$ cat config.mk
export PLATFORM = sky130hd
export DESIGN_NAME = smrq_front
export DESIGN_NICKNAME = d
export VERILOG_FILES = /design/src/smrq_pkg.sv /design/src/smrq_front.sv
export SDC_FILE = /design/constraint.sdc
export NUM_CORES = 1
export LEC_CHECK = 0
export ABC_AREA = 1
export BUFFER_PORTS_ARGS = -buffer_cell sky130_fd_sc_hd__buf_2
export CAP_MARGIN = 20
export CORE_MARGIN = 2
export CORE_UTILIZATION = 45
export DETAILED_ROUTE_END_ITERATION = 7
export GPL_ROUTABILITY_DRIVEN = 0
export HOLD_SLACK_MARGIN = 0.08
export PLACE_DENSITY = 0.69
export REMOVE_ABC_BUFFERS = 1
export SLEW_MARGIN = 30
export SYNTH_ARGS = -nofsm -noshare
export SYNTH_HDL_FRONTEND = slang
export SYNTH_SLANG_ARGS = --single-unit
$ cat constraint.sdc
create_clock -name clk -period 2.35 [get_ports clk]
set_input_delay 0.1175 -clock clk [delete_from_list [all_inputs] [get_ports clk]]
set_output_delay 0.1175 -clock clk [all_outputs]
set_load 0.03 [all_outputs]
$ cat src/smrq_pkg.sv
`default_nettype none

package smrq_pkg;

    localparam int unsigned SUM_W   = 32;
    localparam int unsigned COUNT_W = 13;
    localparam int unsigned DIVD_W  = 33;

    localparam logic [COUNT_W-1:0] MAX_WINDOW = 13'd4096;

    localparam logic signed [15:0] MEAN_MAX = 16'sd32767;
    localparam logic signed [15:0] MEAN_MIN = -16'sd32767;

    localparam logic [1:0] REG_MULTIPLIER = 2'd0;
    localparam logic [1:0] REG_SHIFT      = 2'd1;
    localparam logic [1:0] REG_COUNT      = 2'd2;

    localparam logic [30:0]        RESET_MULTIPLIER = 31'd1073741824;
    localparam logic signed [5:0]  RESET_SHIFT      = 6'sd1;
    localparam logic [COUNT_W-1:0] RESET_COUNT      = 13'd1;

    typedef struct packed {
        logic [30:0]        multiplier;
        logic signed [5:0]  shift;
        logic [COUNT_W-1:0] count;
    } cfg_t;

    typedef enum logic [2:0] {
        BK_IDLE,
        BK_MUL,
        BK_ROUND,
        BK_RSHIFT,
        BK_DIV_START,
        BK_DIV_WAIT,
        BK_EMIT
    } back_state_t;

endpackage

`default_nettype wire

$ cat src/smrq_front.sv
`default_nettype none

module smrq_front (
    input  wire logic                      clk,
    input  wire logic                      rst_n,
    input  wire logic                      sample_valid,
    output logic                           sample_ready,
    input  wire logic signed [15:0]        sample,
    input  wire logic                      window_end,
    input  wire logic                      queue_full,
    output logic                           push,
    output logic [smrq_pkg::SUM_W-1:0]     push_sum
);

    logic [smrq_pkg::SUM_W-1:0] sum_reg;
    logic [smrq_pkg::SUM_W-1:0] sum_next;
    logic                       accept;

    assign sample_ready = !queue_full;
    assign accept       = sample_valid && sample_ready;
    assign push_sum     = sum_reg + {{(smrq_pkg::SUM_W-16){sample[15]}}, sample};
    assign push         = accept && window_end;

    always_comb
    begin
        sum_next = sum_reg;
        if (accept)
        begin
            sum_next = window_end ? '0 : push_sum;
        end
    end

    always_ff @(posedge clk or negedge rst_n)
    begin
        if (!rst_n)
        begin
            sum_reg <= '0;
        end
        else
        begin
            sum_reg <= sum_next;
        end
    end

endmodule

`default_nettype wire

== After elaboration in Yosys (flattened, before gate mapping) ==
Index checks and enable logic that the tools add are counted.
Word-level totals
  input bits: 21
  memory bits (read-only): 0
  output and inout bits: 34
  memories: 0
  latch bits: 0
  flip-flop bits (word level): 32
  memory bits (writable): 0
  word-level logic and storage cells: 6
Operators by class
  bitwise logic cells: 0
  multiplexer cells: 1
  reduce and logical (&&, ||, !) cells: 3
  add/sub/neg operators: 1
  equal/unequal tests: 0
  $mul: 0
  order comparisons: 0
  divide/modulo/power cells: 0
  shift operators: 0
Operators with widths (number)
  $add 32x32->32: 1
  $mux 32: 1
  $logic_and 1x1->1: 2
  $logic_not 1->1: 1

== Logic depth before layout (Yosys ltp) ==
  depth after elaboration: 3
  mapped depth: 14
  mapped depth without buffers: 14

== Worst setup path after synthesis ==
No wires, ideal clock.
  kind: register to register
  start: reg sum_reg[0] (netlist name)
  end: reg sum_reg[12] (netlist name)
  stages on the path, launching flop included: 10
  clock period less this slack: 2.097 ns
  slack: 0.253 ns
  data arrival time: 2.030 ns
  required time: 2.283 ns
  path buffers: 0
  library setup time: 0.067 ns
  cell sequence: dfrtp_1 > ha_1 > fa_1 > nand3_1 > nand3_1 > nand3_1 > nand3_2 > xor2_1 > nand2_1 > nand2_1
On the way
  longest elaborated chain between the ends: 2
RTL lines
  start: declaration: RTL line smrq_front.sv:15  | logic [smrq_pkg::SUM_W-1:0] sum_reg;
  start signal: assignment: RTL line smrq_front.sv:41  | sum_reg <= sum_next;
  $add 32x32->32: RTL line smrq_front.sv:21  | assign push_sum = sum_reg + {{(smrq_pkg::SUM_W-16){sample[15]}}, sample};
  via push_sum, one bit: RTL line smrq_front.sv:12  | output logic [smrq_pkg::SUM_W-1:0] push_sum
  $mux 32: RTL line smrq_front.sv:29  | sum_next = window_end ? '0 : push_sum;
The timed path passes the listed nets, and every way through them passes these cells.
A chain may end at the register's enable or synchronous reset.

== Final worst setup path ==
  start: reg sum_reg[0] (netlist name)
  end: out push_sum[4] (netlist name)
On the way
  longest elaborated chain between the ends: 1
RTL lines (RTL line)
  $add 32x32->32: smrq_front.sv:21
  end: declaration: smrq_front.sv:12
Every way passes these cells.

==> results.yml <==
global_routing:
  grt_pass1_vias: 3669
  grt_pass1_wl_um: 16600
  overflow: 0
  antenna_found_initial: 0
  grt_max_degree: 34
  grt.total_usage: 0.232
detailed_routing:
  drc_errors: 0
  routed_wl_um: 10400
  ant_nets: 0
  dr.pass1.iters: 5
  vias: 3926
  wire_per_inst_um: 13.0
  vias_per_cell: 4.89
  dr.first_iter.drc_count: 200
synthesis:
  synth_top_area_frac: 0.261
  synth_cells: 630
  synth-simple-area-share: 0.450
  synth_edf_count: 0
  synthTopCellsByCount: "nand2_1, inv_1, nor2_1, nand3_1, dfrtp_1"
  yosysUniqueCellTypes: 30
  syn-cell-area_um2: 3750
  synth_compound_gate_area_share: 0.0530
  synth_top_flop_cell: "dfrtp_1"
  syn_area_per_cell_um2: 5.96
  yosysTopAreaCell: "nand2_1"
  synth_area_leaders: "nand2_1, dfrtp_1, inv_1"
  synthArstFlopShare: 1.00
  ys_seq_elements: 32
  yosysSeqAreaShare: 0.213
  synthXorXnorAreaFrac: 0.0453
  yosysMostFrequentCell: "nand2_1"
  synth.area.mux_share: 0
  synth_top_family_by_area: "simple AND/OR/NAND/NOR gates"
  synth_fa_ha_area_frac: 0.109
  ys_warn_count: 0
layout:
  fill_cells: 791
  layout.cells.non_filler: 803
  diodes: 0
  largest_reg_flops: 32
  area_delta_synth_final_pct: 27.6
  final_layout_size_suffix_gt1_frac: 0.269
  final_nets: 751
timing:
  finalCriticalPeriod_ps: 2330
  finalCritPeriodShare: 0.993
  slew_headroom: 0.469
  grt_setup_unrepaired: "yes"
  max_freq_mhz: 428
  hold_viol: 0
  tns_ps: 0
  slew_viol_final: 0
  finalClockSkew_ps: 7.83
  finalSetupViolCount: 0
  tightest_slew_ps: 797
placed_design:
  placed_cells: 788
  io_buffer_count: 54
  place_hpwl_um: 7720
job:
  cap_violations: 0
min_path:
  hold_depth: 3
  hp-class: "in -> reg"
  hold_end: "sum_reg[0]$_DFFE_PN0P_"
  hold_start: "sample[0]"
critical_path:
  reg2reg_depth: 8
  reg2reg_from: "sum_reg[0]$_DFFE_PN0P_"
  criticalPathCategory: "reg -> out"
  worst_ep_required_time_ps: 2230
  end_kind: "output port"
  rr_endpoint: "sum_reg[4]$_DFFE_PN0P_"
  crit_fanout: 3
  crit_path_start_kind: "register"
  reg2reg_slack_ps: 440
  arrival_ps: 2220
cts:
  cts-buffers-inserted: 5
  cts_max_path_buffers: 2
  htree_levels: 2
  cts.clk_slew.worst_paths_ps: 70
  cts_root_buffer: "clkbuf_8"
  cts_tree: "yes"
  insertion_delay_ps: 290
  clock_sinks: 32
floorplan:
  io_pins: 55
  row_count: 33
  die_area_um2: 9080
  start_util: 0.461
  fp.dieH_um: 95.3
  core_area_um2: 8130
  die_w_um: 95.3
power_and_ir_drop:
  peakVddDrop_uv: 679
  power_frac_comb: 0.766
  swShare: 0.555
  share_seq_of_total_power: 0.158
  clockPowerShare: 0.076
  p_switching_mw: 3.13
  total_leakage_power_nw: 2.76
  powerDensity_nw_per_um2: 1180
  power_mw: 5.64
  p_int_mw: 2.51
run_status:
  outcome: "completed"
==> cell usage in the layout (no fill, tap or decap), drive strengths merged <==
| cell type | instances |
|---|---|
| dfrtp | 32 |
| a22o | 5 |
| nand4 | 1 |
| ha | 31 |
| nand2 | 284 |
| clkinv | 1 |
| xor2 | 11 |
| o21bai | 2 |
| dlygate4sd3 | 1 |
| clkbuf | 9 |
| o21ai | 5 |
| nor2 | 41 |
| fa | 1 |
| and2 | 15 |
| inv | 124 |
| nand3 | 39 |
| nand3b | 3 |
| nor3 | 4 |
| or2 | 1 |
| xnor2 | 5 |
| a21oi | 20 |
| a21o | 1 |
| buf | 62 |
==> repair_timing <==
item                                   4_1_cts  5_1_grt
pin swaps                                    4        8
endpoints found under the hold margin       32        0
hold buffers                                 1        0
setup buffers                                4        3
setup endpoints to repair                   12       19
gates resized for setup                     17       83
==> cell families (layout without fill, tap and decap cells) <==
group                    after synthesis  in the layout
adder cells (fa/ha/maj)               32             32
AND/OR/NAND/NOR                      388            388
buffers and inverters                129            197
flip-flops                            32             32
AO/OA/AOI/OAI                         33             33
XOR/XNOR                              16             16
==> final cells by class <==
cell class / count / area (um^2) / area share
tap: 105 / 131 / 0.0274
clock buffer: 6 / 72.6 / 0.0152
timing repair buffer: 66 / 399 / 0.0833
sequential: 32 / 801 / 0.167
multi-input combinational: 469 / 2920 / 0.609
inverter: 124 / 465 / 0.0972
clock inverter: 1 / 5.00 / 0.00104
==> per-stage QoR <==
stage                     instance area (um^2)  setup WS, ps  utilization  hold WS, ps
after floorplan                           3730           252            -         -178
after global placement                    4160           215        0.512          243
after detailed placement                  4160           129        0.512          251
after CTS                                 4350         -2.29        0.534          210
after global routing                      4790         -53.6        0.589          229
final                                     4790          16.3        0.589          208
==> critical path, cell delays in order (launching register included) <==
cell	delay [ps]
dfrtp_1	400
ha_2	190
fa_2	370
nand3_1	90
nand3_2	120
buf_4	160
buf_4	120
xor2_1	220
buf_2	250
==> how the worst max path moves through the flow <==
stage	from	endpoint
after detailed placement	sum_reg[0]$_DFFE_PN0P_	push_sum[28]
final	sum_reg[0]$_DFFE_PN0P_	push_sum[4]
after global routing	sum_reg[0]$_DFFE_PN0P_	push_sum[20]
after CTS	sum_reg[0]$_DFFE_PN0P_	push_sum[28]
after global placement	sum_reg[0]$_DFFE_PN0P_	push_sum[28]
after floorplan	sum_reg[0]$_DFFE_PN0P_	sum_reg[12]$_DFFE_PN0P_
==> layer usage <==
layer | track usage | share of wire
met5 | 0 | 0
met4 | 0.0640 | 0.019
met3 | 0.0277 | 0.040
met2 | 0.391 | 0.47
met1 | 0.312 | 0.47
==> power groups by stage <==
stage | clock, mW | sequential [mW] | combinational (mW)
2_1_floorplan | 0 | 0.810 | 2.85
3_3_place_gp | 0 | 0.829 | 3.67
3_5_place_dp | 0 | 0.836 | 3.71
4_1_cts | 0.438 | 0.831 | 3.85
5_1_grt | 0.460 | 0.910 | 4.73
6_report | 0.430 | 0.889 | 4.32
No activity file was read; power rests on OpenSTA's default activity.
