File: config.mk
export PLATFORM = sky130hd
export DESIGN_NAME = smrq_fifo
export DESIGN_NICKNAME = d
export VERILOG_FILES = /design/src/smrq_pkg.sv /design/src/smrq_fifo.sv
export SDC_FILE = /design/constraint.sdc
export NUM_CORES = 1
export LEC_CHECK = 0
export BUFFER_PORTS_ARGS = -buffer_cell sky130_fd_sc_hd__buf_2
export CAP_MARGIN = 20
export CORE_UTILIZATION = 45
export CTS_CLUSTER_DIAMETER = 80
export DETAILED_ROUTE_END_ITERATION = 7
export PLACE_DENSITY = 0.7
export SLEW_MARGIN = 20
export SYNTH_ARGS = -nofsm -noshare
export SYNTH_HDL_FRONTEND = slang
export SYNTH_SLANG_ARGS = --single-unit
export TNS_END_PERCENT = 30
File: constraint.sdc
create_clock -name clk -period 3.05 [get_ports clk]
set_clock_uncertainty 0.1 [all_clocks]
set_input_delay 0.4575 -clock clk [delete_from_list [all_inputs] [get_ports clk]]
set_output_delay 0.4575 -clock clk [all_outputs]
set_load 0.01 [all_outputs]
File: src/smrq_pkg.sv
`default_nettype none

package smrq_pkg;

    localparam int unsigned SUM_W   = 32;
    localparam int unsigned COUNT_W = 13;
    localparam int unsigned DIVD_W  = 33;

    localparam logic [COUNT_W-1:0] MAX_WINDOW = 13'd4096;

    localparam logic signed [15:0] MEAN_MAX = 16'sd32767;
    localparam logic signed [15:0] MEAN_MIN = -16'sd32767;

    localparam logic [1:0] REG_MULTIPLIER = 2'd0;
    localparam logic [1:0] REG_SHIFT      = 2'd1;
    localparam logic [1:0] REG_COUNT      = 2'd2;

    localparam logic [30:0]        RESET_MULTIPLIER = 31'd1073741824;
    localparam logic signed [5:0]  RESET_SHIFT      = 6'sd1;
    localparam logic [COUNT_W-1:0] RESET_COUNT      = 13'd1;

    typedef struct packed {
        logic [30:0]        multiplier;
        logic signed [5:0]  shift;
        logic [COUNT_W-1:0] count;
    } cfg_t;

    typedef enum logic [2:0] {
        BK_IDLE,
        BK_MUL,
        BK_ROUND,
        BK_RSHIFT,
        BK_DIV_START,
        BK_DIV_WAIT,
        BK_EMIT
    } back_state_t;

endpackage

`default_nettype wire

File: src/smrq_fifo.sv
`default_nettype none

module smrq_fifo (
    input  wire logic                          clk,
    input  wire logic                          rst_n,
    input  wire logic                          push,
    input  wire logic [smrq_pkg::SUM_W-1:0]    push_data,
    input  wire logic                          pop,
    output logic                               full,
    output logic                               empty,
    output logic [smrq_pkg::SUM_W-1:0]         pop_data
);

    logic [smrq_pkg::SUM_W-1:0] entry_reg [2];
    logic                       wr_ptr_reg;
    logic                       rd_ptr_reg;
    logic [1:0]                 count_reg;
    logic                       do_push;
    logic                       do_pop;

    assign full     = (count_reg == 2'd2);
    assign empty    = (count_reg == 2'd0);
    assign do_push  = push && !full;
    assign do_pop   = pop && !empty;
    assign pop_data = entry_reg[rd_ptr_reg];

    always_ff @(posedge clk or negedge rst_n)
    begin
        if (!rst_n)
        begin
            wr_ptr_reg <= 1'b0;
            rd_ptr_reg <= 1'b0;
            count_reg  <= 2'd0;
        end
        else
        begin
            if (do_push)
            begin
                wr_ptr_reg <= !wr_ptr_reg;
            end
            if (do_pop)
            begin
                rd_ptr_reg <= !rd_ptr_reg;
            end
            if (do_push && !do_pop)
            begin
                count_reg <= count_reg + 2'd1;
            end
            else if (do_pop && !do_push)
            begin
                count_reg <= count_reg - 2'd1;
            end
        end
    end

    always_ff @(posedge clk)
    begin
        if (do_push)
        begin
            entry_reg[wr_ptr_reg] <= push_data;
        end
    end

endmodule

`default_nettype wire

---- Word-level counts from Yosys, hierarchy flattened ----
Memories as Yosys holds them, arrays and structs flattened.
Cells that the tools add are included.
storage, ports and cells
  output and inout port bits .............. 34
  word-level logic and storage cells ...... 23
  memories ................................ 1
  memory bits (writable) .................. 64
  bits in registers ....................... 4
  input port bits ......................... 36
memory list
  memory     words  width  read ports  clocked after Yosys merged registers in  wr ports  RTL line         text
  entry_reg  2      32     1           0                                        1         smrq_fifo.sv:14  logic [smrq_pkg::SUM_W-1:0] entry_reg [2];
cells by class
  $add $sub $neg .......................... 2
  eq/ne operators ......................... 1
  reductions and logical operators ........ 12
  multiplexer cells ....................... 4
operators by type and width
  operator             count
  $logic_not 1->1      6
  $logic_and 1x1->1    4
  $mux 2               2
  $add 2x1->2 const B  1
  $eq 2x2->1 const B   1
  $logic_not 2->1      1
  $mux 1               2
  $reduce_bool 2->1    1
  $sub 2x1->2 const B  1

---- Logic depth before layout (Yosys ltp) ----
  depth after elaboration ................. 7
  mapped depth ............................ 7
  gate-level depth less buffers ........... 7

---- Least setup slack after synthesis ----
Ideal clock, no wire load.
  path kind ............................... register to register
  from .................................... register count_reg[0]
  to ...................................... memory entry_reg[0][0] (netlist bit), enable pin
  path buffers ............................ 0
  stages on the path, launching flop included .. 4
  period minus slack after synthesis ...... 2.525 ns
  library setup time ...................... 0.421 ns
  data arrival time ....................... 2.004 ns
  required time ........................... 2.529 ns
  path slack .............................. 0.525 ns
  cells stage by stage .................... dfrtp_1 > nand2b_1 > nand2_1 > nor2_1
between the ends
  word-level cells in the longest chain between the ends .. 5
ends and longest elaborated chain
  item                          RTL line         text
  start, declared               smrq_fifo.sv:17  logic [1:0] count_reg;
  start signal, assigned        smrq_fifo.sv:47  count_reg <= count_reg + 2'd1;
  start signal, assigned        smrq_fifo.sv:51  count_reg <= count_reg - 2'd1;
  $eq 2x2->1                    smrq_fifo.sv:21  assign full = (count_reg == 2'd2);
  $logic_not 1->1               smrq_fifo.sv:23  assign do_push = push && !full;
  $logic_and 1x1->1             smrq_fifo.sv:23
  $mux 1                        smrq_fifo.sv:58  if (do_push)
  $mux 1 (not written as such)  smrq_fifo.sv:60  entry_reg[wr_ptr_reg] <= push_data;
  end, declared                 smrq_fifo.sv:14
No other way between the ends.

---- Worst setup path after layout ----
  from .................................... register rd_ptr_reg
  to ...................................... output pop_data[10] (netlist bit)
between the ends
  word-level cells in the longest chain between the ends .. 1
ends and longest elaborated chain
  item                    RTL line         text
  start, declared         smrq_fifo.sv:16  logic rd_ptr_reg;
  start signal, assigned  smrq_fifo.sv:43  rd_ptr_reg <= !rd_ptr_reg;
  $mem_v2 2x32            --
  end, declared           smrq_fifo.sv:11  output logic [smrq_pkg::SUM_W-1:0] pop_data
No other way between the ends.

==> out/results.md <==
- number of H-tree branching levels: 3
- static leakage: 1.34 nW
- share of post-route cells with drive strength above 1: 58.3%
- top post-synthesis cells by area: edfxtp_1 (72%), mux2_4 (16%), dfrtp_1 (3.8%)
- DRC viols: 0
- setup repair after global routing missed its margin: false
- crit end category: output port
- first-pass GRT wire length: 6.64 mm
- Max clock buf depth: 2
- final-report max-slew violation count: 0
- Setup Crit Path Kind: reg2out
- register-to-register path setup slack: 0.96 ns
- Achievable Freq: 438 MHz
- maximum fanout count along the critical path: 13
- DPL Wire Length: 3.02 mm
- cell count after synthesis: 119
- final sum of negative setup slack: 0 ns
- Max-slew headroom: 38.1%
- cells along the critical path: buf_4 > mux2_4 > buf_2
- Die Y-Extent: 78.9 um
- fill cell instance count of the final layout: 459
- met2 wire length: 2.09 mm
- total routing usage reported by global routing: 15.2%
- diode count: 0
- buffers added on ports: 69
- initial cell density of the core: 47.4%
- Via density: 4.70
- first drt pass iteration count: 4
- Syn-to-layout area delta: 23.0%
- Final setup violation count: 0
- netlist area before placement: 0.00266 mm^2
- post-synthesis area per instance: 22.3 um^2
- register bit total from synthesis: 68
- Max Cap Violations: 0
- # clock sinks: 68
- largest area contributor in the synthesized netlist: edfxtp_1
- highest routing layer actually used: met4
- CP peak stage delay: 0.60 ns
- Post-DRT Antenna Nets: 0
- cell at the root of the clock tree: clkbuf_8
- number of antenna violations at the first check in global routing: 0
- iteration-0 DRC count of the detailed router: 95
- floorplan die area: 0.00622 mm^2
- clock transition at the registers of the reported paths: 0.07 ns
- total of warnings raised by yosys: 0
- cell area power density: 966 mW/mm^2
- GRT overflow: 0
- sequential cell area fraction in the yosys report: 76.0%
- site row count: 27
- post-synthesis cell type count: 15
- met3 routed WL: 258 um
- Crit-path slowest cell: dfrtp_2
- Synth Net Count: 156
- total vias in the final route: 1,298
- element type at the critical path start: flip-flop
- worst min path class: in2reg
- Clk Latency, worst-skew pair: 0.32 ns
- detailed-route wire length on metal 1: 1.95 mm
- Post-Layout Inst Area: 0.00327 mm^2
- transition time at the pin with the least slew margin: 0.926 ns
- total clock buffers created by CTS: 9
- core area: 0.00561 mm^2
- placer congestion estimate: 0.703
- number of buffers inserted for hold repair after clock tree synthesis: 1
- average wire per standard cell: 15.8 um
- final instance count without filler cells: 276
- share of the synthesized area in the top cell type: 72.3%
- most common cell after layout, fill and taps aside: buf_2
- vias in the first global route: 1,366
- CTS tree: built
- Post-CTS Setup Bufs: 0
- nets@finish: 236
- status: finished, final reports clean
- Worst EP arrival: 1.73 ns
- count of cells resized by post-cts repair: 0
- VDD IR-drop max: 568 uV
- wirelength, routed: 4.37 mm
- post-route fraction of the period consumed by the critical path: 74.8%
- num ports: 70
- Final Critical Period: 2.28 ns
- placed cell area: 0.00305 mm^2
- number of cells in the design after placement: 259
- highest-count cells in the layout ignoring fill and taps: buf_2 (69), edfxtp_1 (64), mux2_4 (29)
- flip-flop count of the largest register, all copies and words added: 64
- number of hold violations in the final report: 0
- chip width: 78.9 um
- required time worst endpoint: 2.49 ns
- maximum number of pins on one net before global-route repair: 33
==> report_power, final <==
group	total (W)	switching [W]	internal, W
sequential	0.00140	0.000115	0.00128
clock	0.000754	0.000307	0.000446
combinational	0.00100	0.000478	0.000526
total	0.00316	0.000901	0.00226
==> path summary, 6_finish.rpt <==
path / from / endpoint / depth (start not counted)
setup / recovery: rd_ptr_reg / pop_data[10] / 3
hold / removal: push_data[28] / entry_reg[0][28] / 1
setup reg to reg: count_reg[0] / entry_reg[1][27] / 3
hold reg to reg: count_reg[1] / count_reg[1] / 1
max in group asynchronous: rst_n / rd_ptr_reg / 2
min in group asynchronous: rst_n / count_reg[1] / 2
==> critical path: cells and delay by family, from the launching register on <==
| kind | cells | cell delay, ns |
|---|---|---|
| flops | 1 | 0.60 |
| mux | 1 | 0.33 |
| buf+inv | 2 | 0.47 |
==> through the flow <==
| step | util [%] | worst slack (ns) | power [W] | hold slack [ns] |
|---|---|---|---|---|
| after floorplan | - | 0.525 | 0.00217 | 0.0619 |
| after global placement | 54.5 | 1.10 | 0.00239 | 0.163 |
| after detailed placement | 54.5 | 0.941 | 0.00244 | 0.174 |
| after CTS | 58.3 | 0.748 | 0.00319 | 0.198 |
| after global routing | 58.3 | 0.708 | 0.00330 | 0.199 |
| final | 58.3 | 0.767 | 0.00316 | 0.213 |
==> layout make-up <==
type                            instances  area, um^2  area share [%]
Tap cell                               72        90.1            2.75
Clock inverter                          1        30.0           0.918
Multi-Input combinational cell         45         566            17.3
Inverter                                2        7.51           0.230
Clock buffer                           15         176            5.39
Sequential cell                        68        2020            61.9
Timing Repair Buffer                   73         378            11.6
==> layer usage <==
| metal | vias up | GRT usage, % |
|---|---|---|
| met1 | 622 | 18.1 |
| met3 | 8 | 4.71 |
| met2 | 50 | 24.1 |
| met5 | - | 0 |
| met4 | 0 | 9.27 |
| li1 | 618 | - |
==> logic make-up (layout without fill, tap and decap cells) <==
kind of cell / after synthesis / in the layout / synth area share, %
adder cells (fa/ha/maj): 1 / 1 / 0.471
XOR/XNOR: 5 / 5 / 1.65
AO/OA/AOI/OAI: 1 / 1 / 0.188
flip-flops: 68 / 68 / 76.0
multiplexers: 32 / 32 / 17.6
buffers and inverters: 6 / 91 / 2.96
AND/OR/NAND/NOR: 6 / 6 / 1.04
==> synth_stat cells (all sizes together) <==
cell type / instances
nand2b: 1
nor2: 3
o21ai: 1
inv: 2
edfxtp: 64
nand2: 1
buf: 4
xor2: 2
xnor2: 3
and3: 1
ha: 1
mux2: 32
dfrtp: 4
Note: power is estimated with default switching activity, not from simulation.
